--- src/sv/midi_chord_step_follower_macros.svh ---
// ----------------------------------------------------------------------------
// MIDI chord step follower assertion macros
// Shared concurrent assertion forms, all clocked and reset-qualified.
// ----------------------------------------------------------------------------
`ifndef MIDI_CHORD_STEP_FOLLOWER_MACROS_SVH
`define MIDI_CHORD_STEP_FOLLOWER_MACROS_SVH

// Check that a condition implies another in the same cycle.
`define MCSF_ASSERT_NOW(lbl, clk, rst, ante, cons) \
   lbl: assert property (@(posedge clk) disable iff (rst) (ante) |-> (cons)) \
      else $error("mcsf: same-cycle check failed");

// Check that a condition implies another in the following cycle.
`define MCSF_ASSERT_NEXT(lbl, clk, rst, ante, cons) \
   lbl: assert property (@(posedge clk) disable iff (rst) (ante) |=> (cons)) \
      else $error("mcsf: next-cycle check failed");

`endif

--- src/sv/mcsf_pkg.sv ---
// ----------------------------------------------------------------------------
// MIDI chord step follower package
// Payload structs, internal command and header types, fixed codes.
// ----------------------------------------------------------------------------
package mcsf_pkg;

   // item func codes
   localparam logic [1:0] FUNC_MIDI   = 2'd0;
   localparam logic [1:0] FUNC_HEADER = 2'd1;
   localparam logic [1:0] FUNC_NOTE   = 2'd2;

   localparam logic [7:0] STATUS_MASK  = 8'hf0;
   localparam logic [7:0] NOTE_ON      = 8'h90;
   localparam logic [7:0] OUT_NOTE_OFF = 8'h81;
   localparam logic [7:0] OUT_NOTE_ON  = 8'h91;
   localparam logic [6:0] OUT_VELOCITY = 7'd64;
   localparam int         FRAME_LIMIT  = 4096;

   localparam int         CSR_ADDR_W       = 3;
   localparam logic [8:0] STEP_COUNT_RESET = 9'd1;

   typedef struct packed {
      logic [1:0]  func;
      logic [7:0]  midi_status;
      logic [6:0]  midi_note;
      logic [11:0] midi_time;
      logic [7:0]  entry_index;
      logic [6:0]  entry_trigger;
      logic        entry_skip;
      logic [2:0]  entry_note_count;
      logic [2:0]  note_slot;
      logic [6:0]  note_value;
   } req_type;

   typedef struct packed {
      logic [7:0]  out_status;
      logic [6:0]  out_note;
      logic [6:0]  out_velocity;
      logic [11:0] out_time;
      logic        last;
   } rsp_type;

   typedef enum logic [1:0] {
      CMD_HEADER,
      CMD_NOTE,
      CMD_MIDI
   } cmd_kind_type;

   // classified item handed from front to back
   typedef struct packed {
      cmd_kind_type kind;
      logic [7:0]   index;
      logic [6:0]   note;    // trigger, note value or incoming note
      logic         skip;
      logic [2:0]   count;   // already saturated
      logic [2:0]   slot;
      logic [11:0]  frame;
   } cmd_type;

   typedef struct packed {
      logic [6:0] trigger;
      logic       skip;
      logic [2:0] count;
   } hdr_type;

endpackage

--- src/sv/mcsf_queue.sv ---
// ----------------------------------------------------------------------------
// MCSF command queue
// Two-entry FIFO between front end and back end.
// ----------------------------------------------------------------------------
`include "midi_chord_step_follower_macros.svh"

module mcsf_queue
   import mcsf_pkg::*;
(
   input  logic    clock,
   input  logic    reset,
   input  logic    push,
   input  cmd_type push_data,
   output logic    full,
   input  logic    pop,
   output cmd_type pop_data,
   output logic    empty
);

   localparam int DEPTH = 2;

   cmd_type    slots_ff [DEPTH];
   cmd_type    slots_in [DEPTH];
   logic       wr_ptr_ff, wr_ptr_in;
   logic       rd_ptr_ff, rd_ptr_in;
   logic [1:0] count_ff, count_in;

   assign full     = count_ff == 2'(DEPTH);
   assign empty    = count_ff == 2'd0;
   assign pop_data = slots_ff[rd_ptr_ff];

   always_comb begin
      slots_in  = slots_ff;
      wr_ptr_in = wr_ptr_ff;
      rd_ptr_in = rd_ptr_ff;
      if (push) begin
         slots_in[wr_ptr_ff] = push_data;
         wr_ptr_in           = !wr_ptr_ff;
      end
      if (pop) begin
         rd_ptr_in = !rd_ptr_ff;
      end
      count_in = count_ff + 2'(push) - 2'(pop);
   end

   always_ff @(posedge clock) begin
      slots_ff <= slots_in;
      if (reset) begin
         wr_ptr_ff <= 1'b0;
         rd_ptr_ff <= 1'b0;
         count_ff  <= 2'd0;
      end else begin
         wr_ptr_ff <= wr_ptr_in;
         rd_ptr_ff <= rd_ptr_in;
         count_ff  <= count_in;
      end
   end

   `MCSF_ASSERT_NOW(a_no_overflow, clock, reset, push, !full)
   `MCSF_ASSERT_NOW(a_no_underflow, clock, reset, pop, !empty)

endmodule

--- config.mk ---
export PLATFORM = sky130hd
export DESIGN_NAME = mcsf_queue
export DESIGN_NICKNAME = d
export VERILOG_FILES = /design/src/sv/mcsf_pkg.sv /design/src/sv/mcsf_queue.sv
export VERILOG_INCLUDE_DIRS = /design/src /design/src/sv
export SDC_FILE = /design/constraint.sdc
export NUM_CORES = 1
export LEC_CHECK = 0
export BUFFER_PORTS_ARGS = -buffer_cell sky130_fd_sc_hd__buf_2
export CELL_PAD_IN_SITES_DETAIL_PLACEMENT = 0
export CELL_PAD_IN_SITES_GLOBAL_PLACEMENT = 1
export CORE_MARGIN = 4
export CORE_UTILIZATION = 47
export CTS_BUF_LIST = sky130_fd_sc_hd__clkbuf_4 sky130_fd_sc_hd__clkbuf_8 sky130_fd_sc_hd__clkbuf_16
export CTS_CLUSTER_DIAMETER = 150
export DETAILED_ROUTE_END_ITERATION = 10
export MAX_ROUTING_LAYER = met4
export PLACE_DENSITY = 0.86
export SYNTH_ARGS = -nofsm -noshare
export SYNTH_HDL_FRONTEND = slang
export SYNTH_SLANG_ARGS = --single-unit
--- constraint.sdc ---
create_clock -name clock -period 3.85 [get_ports clock]
set_clock_uncertainty 0.1 [all_clocks]
set_input_delay 0.1925 -clock clock [delete_from_list [all_inputs] [get_ports clock]]
set_output_delay 0.1925 -clock clock [all_outputs]
set_load 0.02 [all_outputs]
== After elaboration in Yosys (flattened, before gate mapping) ==
Index checks and enable logic that the tools add are counted.

* Equal/unequal tests: 1
* Bitwise logic cells: 2
* Magnitude comparators: 3
* Multiplexer cells: 6
* Reductions and logical operators: 4
* Add/subtract/negate cells: 2

{| class="wikitable"
|+ Operators with widths
! cell !! number
|-
| 36-bit two-way mux || 4
|-
| 72-bit bitwise mux || 1
|-
| 36-bit demux with 1-bit select || 1
|-
| 2-bit >= comparator (second input constant) || 2
|-
| 1-bit NOT with 2-bit output || 2
|-
| 2-bit by 1-bit adder with 2-bit output || 1
|-
| 2-bit equality test (second input constant) || 1
|-
| 1-bit logical NOT || 2
|-
| 2-bit logical NOT || 1
|-
| 2-bit by 1-bit < comparator with 1-bit output (second input constant) || 1
|-
| 2-bit by 1-bit subtractor with 2-bit output || 1
|-
| 1-bit logical AND || 1
|}

* Logic and storage cells: 35
* Register bits after elaboration: 76
* Input bits: 40
* Output and inout port bits: 38

== Longest topological paths before layout ==
* Word-level depth: 6
* Depth in mapped cells: 6
* Mapped depth without buffers: 6

== Worst setup path before layout ==
No wires, ideal clock.

* Path kind: register -> register
* Start: register wr_ptr_ff (netlist name)
* End: register slots_ff[36] (netlist bit), enable pin
* Setup time: 433 ps
* Arrival: 1,943 ps
* Buffers on the path: 0
* Required time: 3,317 ps
* Period minus slack after synthesis: 2,477 ps
* Cell stages (with the launch flop): 2
* Path slack: 1,373 ps
* Path through: dfxtp_1 > nor2b_1

{| class="wikitable"
|+ RTL lines
! item !! RTL line !! RTL
|-
| end signal, assigned || mcsf_queue.sv:47 || <nowiki>slots_ff <= slots_in;</nowiki>
|-
| end, declared || mcsf_queue.sv:22 || <nowiki>cmd_type slots_ff [DEPTH];</nowiki>
|}

==> results.sh <==
export IMPL_post_cts_resized=0
export IMPL_grt_overflow=0
export IMPL_syn_num_nets=173
export IMPL_cpLargestDelayFamily="flip-flops"
export IMPL_clock_sinks=76
export IMPL_start_util=0.491
export IMPL_die_area_um2=7590
export IMPL_status="finished clean"
export IMPL_clk_latency_ns=0.32
export IMPL_core_area_um2=5990
export IMPL_first_pass_iters=4
export IMPL_timing_critical_path_cells="buf_4, mux2_4, buf_2"
export IMPL_hold_viol=0
export IMPL_die_w_um=87.1
export IMPL_ant_nets=0
export IMPL_syn_area_per_cell_um2=22.4
export IMPL_setup_viol=0
export IMPL_ys_warn_count=0
export IMPL_min_period_ns=2.42
export IMPL_ctsHoldBuffers=37
export IMPL_drt_iter0_markers=64
export IMPL_critPathMaxFanout=37
export IMPL_critical_path_max_stage_delay_ns=1.10
export IMPL_n_antenna_cell=0
export IMPL_critPathRequiredTime_ns=3.56
export IMPL_drv_cap=0
export IMPL_ios=78
export IMPL_reg2reg_to="slots_ff[59]$_DFFE_PP_"
export IMPL_path_depth=3
export IMPL_r2r_setup_slack_ns=2.19
export IMPL_worstReg2RegStart="wr_ptr_ff$_SDFFE_PP0P_"
export IMPL_cp_slowest_cell="dfxtp_2"
export IMPL_yosys_register_bits=76
export IMPL_tightest_slew_ns=1.16
export IMPL_numCtsBuffers=9
export IMPL_vdd_ir_drop_max_uv=295
export IMPL_synth_cell_types=13
export IMPL_fillers=421
export IMPL_hold_class="in2reg"
export IMPL_final_cell_mix="buf_2, edfxtp_1, dlygate4sd3_1, mux2_4, clkbuf_8"
export IMPL_drv_slew=0
export IMPL_syn_inst=131
export IMPL_relSlewSlack=0.226
export IMPL_worstSetupPathType="reg2out"
export IMPL_hold_path_startpoint="pop"
export IMPL_synth_top_cell_area_share=0.735
export IMPL_num_vias=1547
export IMPL_antenna_found_initial=0
export IMPL_cts_setup_buffers=0
export IMPL_fin_util=0.653
export IMPL_whs_path_depth=3
export IMPL_grt_max_degree=38
export IMPL_yosysSeqAreaShare=0.763
export IMPL_final_period_utilization=0.630
export IMPL_die_height_um=87.1
export IMPL_grt_pass1_vias=1668
export IMPL_p_leak_nw=1.58
export IMPL_final_common_cell="buf_2"
export IMPL_row_count=28
export IMPL_critPathCaptureType="output port"
export IMPL_nets=295
export IMPL_wire_per_inst_um=14.7
export IMPL_critPathBufInv=2
export IMPL_via_per_inst=4.65
export IMPL_portBuffers=77
export IMPL_grt_pass1_wl_mm=7.62
export IMPL_pwr_density_cell_nw_per_um2=464
export IMPL_rsz0062_at_grt="false"
export IMPL_fmax_mhz=413
export IMPL_cp_arrival_ns=2.13
export IMPL_wl_mm=4.90
export IMPL_root_buffer="clkbuf_8"
export IMPL_cts_tree="yes"
export IMPL_clk_pin_slew_ns=0.06
export IMPL_ff2ff_path_depth=1
export IMPL_track_usage=0.142
export IMPL_drc_errors=0
export IMPL_cts_buffer_depth=2
export IMPL_finalSetupTns_ns=0
export IMPL_cts_htree_levels=3
export IMPL_synth_area_leader_cell="edfxtp_1"
export IMPL_gp_congestion=0.710
export IMPL_area_growth_pct=33.1
export IMPL_synth_area_um2=2940
export IMPL_dp_hpwl_mm=2.96
export IMPL_synth_area_top_cells="edfxtp_1, mux2_4, dfxtp_1"
export IMPL_startpoint_type="register"
export IMPL_holdPathEnd="rd_ptr_ff$_SDFFE_PP0P_"
export IMPL_drive_above_1_share=0.516
logic make-up (layout without fill, tap and decap cells):
group         Yosys count  in the layout  share of synthesized area
flops                  76             76                      0.763
fa+ha+maj               2              2                    0.00851
mux                    36             36                      0.175
buf+inv                 6            133                     0.0268
simple gates            8              8                     0.0136
xor+xnor                3              3                     0.0136
metal layers:
metal  track usage  up-vias  part of all wire
li1              -      751                 -
met1         0.157      732              0.41
met2         0.242       55              0.51
met3        0.0350        9             0.061
met5             -        -                 0
met4        0.0669        0             0.019
stage by stage:
stage | setup slack, ns | cells | total power [mW] | hold WS [ns] | cell area, um2
2_1_floorplan | 1.37 | 131 | 1.20 | 0.164 | 2940
3_3_place_gp | 1.71 | 280 | 1.28 | 0.280 | 3370
3_5_place_dp | 1.73 | 280 | 1.28 | 0.284 | 3370
4_1_cts | 1.35 | 333 | 1.84 | 0.0180 | 3910
5_1_grt | 1.26 | 333 | 1.90 | 0.0376 | 3910
6_report | 1.43 | 333 | 1.82 | 0.0332 | 3910
report_power, final:
group,switching [mW],internal [mW]
Combinational,0.135,0.153
Clock,0.243,0.286
Sequential,0.0349,0.965
worst max-delay path by stage:
stage	from	end	slack [ns]
6_report	rd_ptr_ff$_SDFFE_PP0P_	pop_data[28]	1.43
5_1_grt	rd_ptr_ff$_SDFFE_PP0P_	pop_data[28]	1.26
4_1_cts	rd_ptr_ff$_SDFFE_PP0P_	pop_data[28]	1.35
3_5_place_dp	rd_ptr_ff$_SDFFE_PP0P_	pop_data[28]	1.73
3_3_place_gp	rd_ptr_ff$_SDFFE_PP0P_	pop_data[28]	1.71
2_1_floorplan	wr_ptr_ff$_SDFFE_PP0P_	slots_ff[36]$_DFFE_PP_	1.37
cell type report:
cell class / count / area (um2) / area share
flip-flops and latches: 76 / 2240 / 0.573
repair buffers: 115 / 763 / 0.195
clock buffers: 16 / 176 / 0.0451
inverters: 2 / 7.51 / 0.00192
multi-input cells: 49 / 628 / 0.161
well taps: 75 / 93.8 / 0.0240
sequential cells by signal, summed over array words and instances, names as in the netlist:
name,count
slots_ff,72
count_ff,2
rd_ptr_ff,1
wr_ptr_ff,1
synthesized netlist by cell type:
| cell type | number |
|---|---|
| and2_1 | 1 |
| buf_12 | 3 |
| buf_6 | 1 |
| dfxtp_1 | 4 |
| edfxtp_1 | 72 |
| ha_1 | 2 |
| inv_1 | 2 |
| mux2_2 | 7 |
| mux2_4 | 29 |
| nor2_1 | 4 |
| nor2b_1 | 3 |
| xnor2_1 | 2 |
| xnor3_1 | 1 |
Power figures use the tool's default switching activity.
