==> src/sv/midi_chord_step_follower_macros.svh <==
// ----------------------------------------------------------------------------
// MIDI chord step follower assertion macros
// Shared concurrent assertion forms, all clocked and reset-qualified.
// ----------------------------------------------------------------------------
`ifndef MIDI_CHORD_STEP_FOLLOWER_MACROS_SVH
`define MIDI_CHORD_STEP_FOLLOWER_MACROS_SVH

// Check that a condition implies another in the same cycle.
`define MCSF_ASSERT_NOW(lbl, clk, rst, ante, cons) \
   lbl: assert property (@(posedge clk) disable iff (rst) (ante) |-> (cons)) \
      else $error("mcsf: same-cycle check failed");

// Check that a condition implies another in the following cycle.
`define MCSF_ASSERT_NEXT(lbl, clk, rst, ante, cons) \
   lbl: assert property (@(posedge clk) disable iff (rst) (ante) |=> (cons)) \
      else $error("mcsf: next-cycle check failed");

`endif

==> src/sv/mcsf_pkg.sv <==
// ----------------------------------------------------------------------------
// MIDI chord step follower package
// Payload structs, internal command and header types, fixed codes.
// ----------------------------------------------------------------------------
package mcsf_pkg;

   // item func codes
   localparam logic [1:0] FUNC_MIDI   = 2'd0;
   localparam logic [1:0] FUNC_HEADER = 2'd1;
   localparam logic [1:0] FUNC_NOTE   = 2'd2;

   localparam logic [7:0] STATUS_MASK  = 8'hf0;
   localparam logic [7:0] NOTE_ON      = 8'h90;
   localparam logic [7:0] OUT_NOTE_OFF = 8'h81;
   localparam logic [7:0] OUT_NOTE_ON  = 8'h91;
   localparam logic [6:0] OUT_VELOCITY = 7'd64;
   localparam int         FRAME_LIMIT  = 4096;

   localparam int         CSR_ADDR_W       = 3;
   localparam logic [8:0] STEP_COUNT_RESET = 9'd1;

   typedef struct packed {
      logic [1:0]  func;
      logic [7:0]  midi_status;
      logic [6:0]  midi_note;
      logic [11:0] midi_time;
      logic [7:0]  entry_index;
      logic [6:0]  entry_trigger;
      logic        entry_skip;
      logic [2:0]  entry_note_count;
      logic [2:0]  note_slot;
      logic [6:0]  note_value;
   } req_type;

   typedef struct packed {
      logic [7:0]  out_status;
      logic [6:0]  out_note;
      logic [6:0]  out_velocity;
      logic [11:0] out_time;
      logic        last;
   } rsp_type;

   typedef enum logic [1:0] {
      CMD_HEADER,
      CMD_NOTE,
      CMD_MIDI
   } cmd_kind_type;

   // classified item handed from front to back
   typedef struct packed {
      cmd_kind_type kind;
      logic [7:0]   index;
      logic [6:0]   note;    // trigger, note value or incoming note
      logic         skip;
      logic [2:0]   count;   // already saturated
      logic [2:0]   slot;
      logic [11:0]  frame;
   } cmd_type;

   typedef struct packed {
      logic [6:0] trigger;
      logic       skip;
      logic [2:0] count;
   } hdr_type;

endpackage

==> src/sv/mcsf_front.sv <==
// ----------------------------------------------------------------------------
// MCSF front end
// Accepts input items, drops those with no effect, classifies the rest.
// ----------------------------------------------------------------------------
module mcsf_front
   import mcsf_pkg::*;
#(
   parameter int MAX_STEPS = 256,
   parameter int MAX_NOTES = 5
) (
   input  logic    req_valid,
   output logic    req_ready,
   input  req_type req_data,
   input  logic    queue_full,
   input  logic    clearing,
   output logic    push,
   output cmd_type push_data
);

   logic keep;
   logic index_ok;
   logic slot_ok;

   assign index_ok  = int'(req_data.entry_index) < MAX_STEPS;
   assign slot_ok   = int'(req_data.note_slot) < MAX_NOTES;
   assign req_ready = !queue_full && !clearing;
   assign push      = req_valid && req_ready && keep;

   always_comb begin
      keep            = 1'b0;
      push_data       = '0;
      push_data.kind  = CMD_MIDI;
      push_data.index = req_data.entry_index;
      push_data.slot  = req_data.note_slot;
      push_data.skip  = req_data.entry_skip;
      push_data.frame = 12'(req_data.midi_time % FRAME_LIMIT);
      // saturate the note count
      push_data.count = (int'(req_data.entry_note_count) > MAX_NOTES) ?
                        3'(MAX_NOTES) : req_data.entry_note_count;
      unique case (req_data.func)
         FUNC_HEADER: begin
            keep           = index_ok;
            push_data.kind = CMD_HEADER;
            push_data.note = req_data.entry_trigger;
         end
         FUNC_NOTE: begin
            keep           = index_ok && slot_ok;
            push_data.kind = CMD_NOTE;
            push_data.note = req_data.note_value;
         end
         FUNC_MIDI: begin
            keep           = (req_data.midi_status & STATUS_MASK) == NOTE_ON;
            push_data.kind = CMD_MIDI;
            push_data.note = req_data.midi_note;
         end
         default: begin
            keep = 1'b0;
         end
      endcase
   end

endmodule

==> config.mk <==
export PLATFORM = sky130hd
export DESIGN_NAME = mcsf_front
export DESIGN_NICKNAME = d
export VERILOG_FILES = /design/src/sv/midi_chord_step_follower_macros.svh /design/src/sv/mcsf_pkg.sv /design/src/sv/mcsf_front.sv
export SDC_FILE = /design/constraint.sdc
export NUM_CORES = 1
export LEC_CHECK = 0
export BUFFER_PORTS_ARGS = -buffer_cell sky130_fd_sc_hd__buf_2
export CAP_MARGIN = 20
export CORE_MARGIN = 2
export CORE_UTILIZATION = 24
export DETAILED_ROUTE_END_ITERATION = 12
export PLACE_DENSITY = 0.86
export SYNTH_ARGS = -nofsm -noshare
export SYNTH_HDL_FRONTEND = slang
export SYNTH_SLANG_ARGS = --single-unit
==> constraint.sdc <==
create_clock -name vclk -period 1.65
set_input_delay 0.33 -clock vclk [all_inputs]
set_output_delay 0.33 -clock vclk [all_outputs]
set_load 0.05 [all_outputs]
======== Word level (Yosys, flattened, before mapping) ========
Index checks and enable logic that the tools add are counted.
storage, ports and cells
  register bits after elaboration ......... 0
  input bits .............................. 61
  output and inout bits ................... 38
operators by class
  $lt $le $gt $ge ......................... 2
  eq/ne operators ......................... 3
  muxes and demuxes ....................... 4
  reductions and logical operators ........ 6
operator list
  cell                                                  number
  case mux 7 bit (3 select lines)                       1
  equality test 4 bit, second input constant            1
  case mux 2 bit (2 select lines)                       1
  greater-than comparator 3 bit, second input constant  1
  logical AND 1 bit                                     3
  < comparator 3 bit, second input constant             1
  2-to-1 mux 3 bit                                      1
  case mux 1 bit (3 select lines)                       1
  equality test 2 x 1 -> 1 bit, second input constant   1
  equality test 2 bit, second input constant            1
  logical NOT 1 bit                                     2
  logical NOT 2 bit                                     1

======== Logic depth before layout (Yosys ltp) ========
Gate-level depths: netlist (run 1).
  depth in word-level cells ............... 4
  depth in mapped cells ................... 5

======== Worst setup path before layout (run 1) ========
No wires, ideal clock.
  kind .................................... input to output
  start point ............................. input port clearing
  end point ............................... output port push
  arrival time ............................ 1638 ps
  data required time ...................... 1320 ps
  path slack .............................. -318 ps
  cell stages on the path ................. 2
  cell sequence ........................... nor2_1 o2111a_1
between the ends
  cells in the longest elaborated chain, start to end .. 4
RTL lines
  element                         RTL line          RTL
  start, declared                 mcsf_front.sv:15  input logic clearing,
  logical NOT 1 bit               mcsf_front.sv:26  assign req_ready = !queue_full && !clearing;
  logical AND 1 bit               mcsf_front.sv:26
  logical AND 1 bit (2 in a row)  mcsf_front.sv:27  assign push = req_valid && req_ready && keep;
  end, declared                   mcsf_front.sv:16  output logic push,
Every way passes these cells.

==> metrics.txt, run 1 <==
core footprint=1689 sq um; crit path max fanout=8; total grt overflow=0; Die ar.=2103 sq um; most frequent cells in the layout=43 x buf_2, 8 x nor2_2, 8 x buf_4; RSZ-0062 raised after global routing=true; fin crit period=1.643 ns; Startpoint Class=input pin; final net count=155; FF+latch count=0; first-pass GRT wire length=2.076 mm; largest net degree at the start of global routing=9; switch share=about three fifths; Max-Cap Viols=0; Worst slew margin=73.03%; final setup fails=0; DRT Pass-1 Iters=6; WHS=0.6600 ns; hold wc startpoint=req_data[37]; Max IR drop VDD=139.9 uV; Period Utilization, post-route=99.57%; ANT cells=0; fin area=689.4 sq um; Netlist cell types=13; Final Non-Filler Cells=between 100 and 150; Internal=~110 uW; total track usage=13.18%; Syn Nets=122; DR vias=between 500 and 600; Achievable Freq=608.7 MHz; hold path depth=0; Slew Viols, Final=0; I/O Buffers=53; vias in the first global route=489; P_leak=0.3716 nW; die span in y=about 46 um; Ys Warns=0; clock share of power=0%; commonest non-fill, non-tap cell in the layout=buf_2; DP Wirelength=between 1 and 1.5 mm; PD cells=406.3 nW/um^2; layout filler cell count=between 150 and 200; post-synthesis sequential area ratio=0%; CP required=1.32 ns; Crit. End Element=primary output; initial DRC count=34; sequential power share=0%; Worst-Margin Slew=around 0.40 ns; Placed Cells=103; Routed Antenna Nets=0; Sw Pwr=approximately 170 uW; hold_buf cts=0; final wirelength=1.579 mm; Final Hold Viols=0; via-per-instance ratio=5.019; Routed WL per cell=15.18 um; Mapped Area=approximately 420 sq um; number of clock buffers in the layout=0; num rows=15; status=completed; DP Area=563.0 sq um; setup TNS=0 ns; hold crit path type=in -> out; Combinational Power Share=100.0%; Syn Inst Count=56; DRC Markers=0; layout cell share with drive strength beyond 1=about 82%; gpl congestion=about 0.81; Crit. Startpoint=req_data[56]; Layout Area Growth over Synthesis=63.99%; antenna violations before repair=0; Initial Util=between 20 and 25%; Util after Layout=40.81%; Sequential Area=0 sq um; WP data arrival=1.31 ns; syn avg cell area=7.507 sq um; top-level I/O count=99; Crit Path Class=in -> out; Die W=about 46 um
cell usage after synthesis:
cell type  number  share of area (%)
buf_4          24                 43
ha_1            5                 15
clkbuf_1        1               0.89
clkbuf_2        2                2.4
nor2b_1         1                1.5
and4bb_1        1                3.0
a21o_1          1                1.8
inv_1           3                2.7
o21ai_0         1                1.2
o2111a_1        1                2.7
a221o_1         1                2.4
a222oi_1        7                 17
nor2_1          8                7.1
worst paths after layout:
path / to
max: push_data[20]
min: push_data[8]
per-layer routing:
layer	share of wire, %	global-route usage [%]	up-vias
met5	0	0	-
met4	5.0	8.000	0
met3	16	1.984	12
met2	50	25.83	50
met1	30	12.33	221
li1	-	-	239
critical path, stage by stage:
cell,delay (ns)
buf_12,0.10
inv_8,0.04
ha_4,0.18
a222oi_1,0.42
nor2_2,0.08
buf_6,0.16
layout make-up:
type,count,area (sq um),area share [%]
multi-input combinational,26,272.8,39.56
inverter,3,23.77,3.448
tap,17,21.27,3.085
timing repair buffer,58,371.6,53.90
cells by family (layout without fill, tap and decap cells):
family / Yosys count / after routing / synth area share, %
buffers and inverters: 30 / 61 / 48.81
AO/OA/AOI/OAI: 11 / 11 / 24.70
adder cells (fa/ha/maj): 5 / 5 / 14.88
AND/OR/NAND/NOR: 10 / 10 / 11.61
power groups by stage:
stage / logic (mW) / clock network (mW) / registers (mW)
floorplan: 0.296 / 0 / 0
global placement: 0.233 / 0 / 0
detailed placement: 0.238 / 0 / 0
CTS: 0.262 / 0 / 0
global route: 0.295 / 0 / 0
finish: 0.280 / 0 / 0
repair_timing:
action	CTS	global route
pin swaps	6	7
endpoints found under the setup margin	8	6
resized for setup	21	15
buffers inserted	0	1
stage by stage:
step / power [mW] / setup WS (ns)
final: 0.2801 / 0.007054
after global routing: 0.2952 / -0.04720
after CTS: 0.2624 / 0.007885
after detailed placement: 0.2378 / -0.2304
after global placement: 0.2330 / -0.1928
after floorplan: 0.2958 / -0.04087
Note: power is estimated with default switching activity, not from simulation.
==> run 2, diff against run 1 <==
Settings changed: CORE_ASPECT_RATIO from default to 0.9.
==> run 2 against run 1 <==
  * Critical path depth fell by 1
  * Power down 1.2%
  * Worst hold slack did not move
  * Largest cell class unchanged
  * Fmax rose by 1.2%
  * Cell count grew 6.7%
  * Flip-flop and latch count unchanged
  * Via count up 1.7%
  * Non-clock buffer count is the same
  * Final area up 1.1%
==> metrics.txt, run 2 (synthesis gave the netlist of run 1 again) <==
status=completed; Die W=48.12 um (+4.9%); Slew Viols, Final=0 (unchanged); GR Layer Usage met2=24.53% (-1.3 points); crit-path cells=buf_12, buf_4, ha_1, nor2_2, buf_2; final wirelength=1.469 mm (-7.0%); hold path depth=0 (unchanged); PD cells=397.2 nW/um^2 (-2.2%); FF+latch count=0 (unchanged); core footprint=1664 sq um (-1.5%); layout filler cell count=172 (+0.58%); DP Wirelength=1.241 mm (-6.3%); layout cell share with drive strength beyond 1=81.61% (unchanged); I/O Buffers=53 (unchanged); Util after Layout=41.88% (+1.1 points); via-per-instance ratio=4.784 (-4.7%); WP data arrival=1.29 ns (-0.02 ns); gpl congestion=0.6800 (-16%); Tot Pwr=276.8 uW (-1.2%); Die ar.=2103 sq um (about the same); first-pass GRT wire length=1.952 mm (-6.0%); clock share of power=0% (unchanged); PnR worst setup slack=0.02699 ns (+0.01994 ns); total grt overflow=0 (unchanged); vias in the first global route=466 (-4.7%); Layout Area Growth over Synthesis=65.77%; Crit. End Element=primary output; Hold EP=push_data[30]; met3 Use GR=0% (-2.0 points); number of clock buffers in the layout=0 (unchanged); Post-CTS Setup Bufs=0 (unchanged); Sw Pwr=167.2 uW (-0.75%); Achievable Freq=616.1 MHz (+1.2%); Max IR drop VDD=135.3 uV (-3.3%); DRT Pass-1 Iters=4 (-2); WHS=0.6600 ns (unchanged); DR vias=531 (+1.7%); Routed WL per cell=13.23 um (-13%); met1 usage=12.50% (+0.17 points); Worst slew margin=73.53% (+0.49 points); num rows=14 (-1); hold wc startpoint=req_data[25]; Crit Path Class=in -> out; largest net degree at the start of global routing=9 (unchanged); final net count=155 (unchanged); hold_buf cts=0 (unchanged); CP bufs+invs=3 (unchanged); fin crit period=1.623 ns (-0.01994 ns); initial DRC count=35 (+2.9%); Initial Util=25.26% (+0.37 points); delay-heaviest family, CP=buffers and inverters; Post-Place Setup Slack=-0.2031 ns (+0.02734 ns); final setup fails=0 (unchanged); Period Utilization, post-route=98.36% (-1.2 points); ANT cells=0 (unchanged); commonest non-fill, non-tap cell in the layout=buf_2; sequential power share=0% (unchanged); CP required=1.32 ns (about the same); setup TNS=0 ns (unchanged); crit path max fanout=7 (-1); Sequential Area=0 sq um (unchanged); Routed Antenna Nets=0 (unchanged); multi-input logic area=272.8 sq um (unchanged); Worst-Margin Slew=0.3971 ns (-0.007379 ns); antenna violations before repair=0 (unchanged); Final Hold Viols=0 (unchanged); die span in y=43.71 um (-4.7%); Internal=109.6 uW (-1.8%); Startpoint Class=input pin; Max-Cap Viols=0 (unchanged); P_leak=0.3699 nW (-0.46%); max incr delay on CP=0.32 ns (-0.10 ns); top-level I/O count=99 (unchanged); DRC Markers=0 (unchanged); Most Crowded Layer GR=met2; Combinational Power Share=100.0% (about the same); switch share=60.40% (+0.26 points); hold crit path type=in -> out; total track usage=11.98% (-1.2 points); Critical-path top delay cell=ha_1; most frequent cells in the layout=44 x buf_2, 8 x nor2_2, 7 x a222oi_1
run 2: stage by stage:
stage               cell area [sq um]  std cells
floorplan                       440.4         56
global placement                579.3        111
detailed placement              579.3        111
CTS                             654.4        111
global route                    696.9        111
finish                          696.9        111
run 2: worst max path at each step:
stage                       from       endpoint  slack, ns  cells past startpoint
floorplan               clearing           push      -0.04                      2
global placement    req_data[56]           push      -0.17                      6
detailed placement  req_data[56]           push      -0.20                      6
CTS                 req_data[57]  push_data[25]      0.004                      6
global route        req_data[56]  push_data[19]     -0.003                      6
finish              req_data[56]  push_data[23]       0.03                      5
run 2: what timing repair did:
item | 4_1_cts | 5_1_grt
setup endpoints to repair | 8 | 8
pin swaps | 6 | 8
resized for setup | 21 | 13
run 2: power by group through the flow:
stage               Sequential (mW)  Clock [mW]  Combinational, mW
floorplan                         0           0              0.296
global placement                  0           0              0.234
detailed placement                0           0              0.238
CTS                               0           0              0.262
global route                      0           0              0.292
finish                            0           0              0.277
run 2: final cells by class:
cell class	instances	share of cell area, %
Timing Repair Buffer	58	53.50
Tap cell	24	4.309
Inverter	3	3.052
Multi-Input combinational cell	26	39.14
run 2: layer usage:
| layer | vias up | wire [um] |
|---|---|---|
| met2 | 34 | 869 |
| met5 | - | 0 |
| met4 | 0 | 27 |
| met3 | 8 | 131 |
| met1 | 248 | 441 |
| li1 | 241 | - |
==> run 3, diff against run 2 <==
Settings changed: ABC_AREA from default to 1, CORE_MARGIN 2 to default, CORE_UTILIZATION 24 to 28, PLACE_DENSITY 0.86 to 0.85.
==> run 3 against run 2 <==
  * Global-route usage fell by 0.20 points
  * Count of clock-buffer cells in the layout did not move
  * Die area rose by 0.36%
  * Flip-flop and latch count did not move
  * Routed wire length fell by 11%
  * Final area rose by 13%
  * Largest cell class unchanged
  * Largest power group unchanged
==> metrics.txt, run 3 <==
Post-Place Setup Slack=-0.1065 ns (+0.09660 ns); Layout Area Growth over Synthesis=45.60%; Crit. End Element=primary output; crit path max fanout=3 (-4); Compound-Gate Fraction of Synth Area=3.935% (-21 points); final wirelength=1.306 mm (-11%); Die ar.=2110 sq um (+0.36%); WP data arrival=1.24 ns (-0.05 ns); Post-synth top cells=32 x nand2_1, 24 x buf_4, 15 x inv_1, 7 x nand3_1, 5 x ha_1; Netlist cell types=15 (+2); XOR/XNOR share of the synthesized area=0% (unchanged); hold_buf cts=0 (unchanged); Sequential Area=0 sq um (unchanged); fin crit period=1.575 ns (-0.04821 ns); Adder-Cell Fraction of Synth Area=11.57% (-3.3 points); P_leak=0.5100 nW (+38%); first-pass GRT wire length=2.056 mm (+5.3%); DRC Markers=0 (unchanged); syn avg cell area=5.690 sq um (-24%); PnR worst setup slack=0.07520 ns (+0.04821 ns); Final Hold Viols=0 (unchanged); most frequent cells in the layout=45 x buf_2, 32 x nand2_1, 12 x inv_1; status=completed; PD cells=357.2 nW/um^2 (-10%); Sw Pwr=174.0 uW (+4.1%); Syn Nets=161 (+32%); vias in the first global route=512 (+9.9%); die span in y=43.68 um (about the same); number of clock buffers in the layout=0 (unchanged); hold crit path type=in -> out; Mapped Area=540.5 sq um (+29%); DRT Pass-1 Iters=4 (unchanged); Die W=48.32 um (+0.42%); DR vias=619 (+17%); Internal=107.1 uW (-2.3%); setup TNS=0 ns (unchanged); commonest non-fill, non-tap cell in the layout=buf_2; Worst slew margin=83.14% (+9.6 points); DP Wirelength=1.103 mm (-11%); total grt overflow=0 (unchanged); Routed WL per cell=8.536 um (-36%); top-level I/O count=99 (unchanged); I/O Buffers=53 (unchanged); via-per-instance ratio=4.046 (-15%); Post-Synth Simple-Gate Area=35.88% (+24 points); total track usage=11.79% (-0.20 points); Max-Cap Viols=0 (unchanged); FF+latch count=0 (unchanged); clock share of power=0% (unchanged); layout cell share with drive strength beyond 1=56.59% (-25 points); antenna violations before repair=0 (unchanged); Crit Path Class=in -> out; post-synth top area cell=buf_4; Final Non-Filler Cells=153 (+38%); largest family of logic cells by synthesized area=buffers and inverters; initial DRC count=6 (-83%); Initial Util=31.17% (+5.9 points); Worst-Margin Slew=0.2546 ns (-0.1425 ns); largest net degree at the start of global routing=9 (unchanged); Placed Cells=153 (+38%); Routed Antenna Nets=0 (unchanged); gpl congestion=0.7199 (+5.9%); mux cell area share after synthesis=0% (unchanged); Synth top area share=33.33% (-9.5 points); Util after Layout=45.38% (+3.5 points); layout filler cell count=181 (+5.2%); ANT cells=0 (unchanged); post-cts gate resize count=13 (-38%); Syn Inst Count=95 (+70%); Achievable Freq=635.0 MHz (+3.1%); multi-input logic area=322.8 sq um (+18%); final setup fails=0 (unchanged); switch share=61.89% (+1.5 points); Max IR drop VDD=167.6 uV (+24%); sequential power share=0% (unchanged); Ys Warns=0 (unchanged); Period Utilization, post-route=95.44% (-2.9 points); num rows=14 (unchanged); CP required=1.32 ns (about the same); most numerous cell in the Yosys netlist=nand2_1; Combinational Power Share=100.0% (about the same); Synth area leaders=buf_4 33%, nand2_1 22%, ha_1 12%; final net count=197 (+27%); Startpoint Class=input pin; Post-CTS Setup Bufs=0 (unchanged); core footprint=1734 sq um (+4.2%); post-synthesis sequential area ratio=0% (unchanged); Slew Viols, Final=0 (unchanged); RSZ-0062 raised after global routing=false
run 3: cell types whose count changed after synthesis, sizes merged, moves of 2 or more:
cell	previous run	this run
nand2	0	32
buf	24	26
nor2	8	3
nand3	0	9
clkbuf	3	1
a222oi	7	0
inv	3	16
run 3: cell type report:
cell class | count | share of cell area, %
well taps | 24 | 3.816
multi-input cells | 52 | 41.02
repair buffers | 61 | 47.22
inverters | 16 | 7.949
run 3: stage by stage:
| stage | total power, mW | cell area, sq um | hold WS (ns) |
|---|---|---|---|
| final | 0.2811 | 787.0 | 0.6600 |
| after global routing | 0.3041 | 787.0 | 0.6601 |
| after floorplan | 0.3035 | 548.0 | 0.7154 |
| after detailed placement | 0.2519 | 703.2 | 0.6603 |
| after CTS | 0.2696 | 745.7 | 0.6603 |
| after global placement | 0.2511 | 703.2 | 0.6603 |
run 3: logic make-up (layout without fill, tap and decap cells):
family / Yosys count / in the layout
AOI/OAI and AO/OA: 3 / 3
adders and majority gates: 5 / 5
buffers and inverters: 43 / 77
and+or+nand+nor: 44 / 44
run 3: power by group through the flow:
stage	registers, mW	clock network (mW)	logic (mW)
detailed placement	0	0	0.252
CTS	0	0	0.270
global placement	0	0	0.251
floorplan	0	0	0.304
global route	0	0	0.304
finish	0	0	0.281
run 3: path summary, 6_finish.rpt:
kind	startpoint	endpoint	slack, ns	depth (start not counted)
worst max-delay path	req_data[56]	push_data[23]	0.08	9
worst min-delay path	req_data[40]	push_data[11]	0.66	0
run 3: worst max-delay path, stage by stage:
cell	delay, ns
buf_2	0.11
buf_4	0.14
ha_4	0.16
buf_4	0.12
nand2_1	0.05
nand3_1	0.07
nand2_1	0.06
inv_1	0.03
buf_4	0.18
run 3: layer usage:
layer / part of all wire, % / global-route usage [%] / routed length [um]
met3: 7.4 / 1.754 / 97
met4: 0.69 / 1.765 / 9
met2: 52 / 23.94 / 681
met1: 40 / 13.33 / 517
met5: 0 / 0 / 0
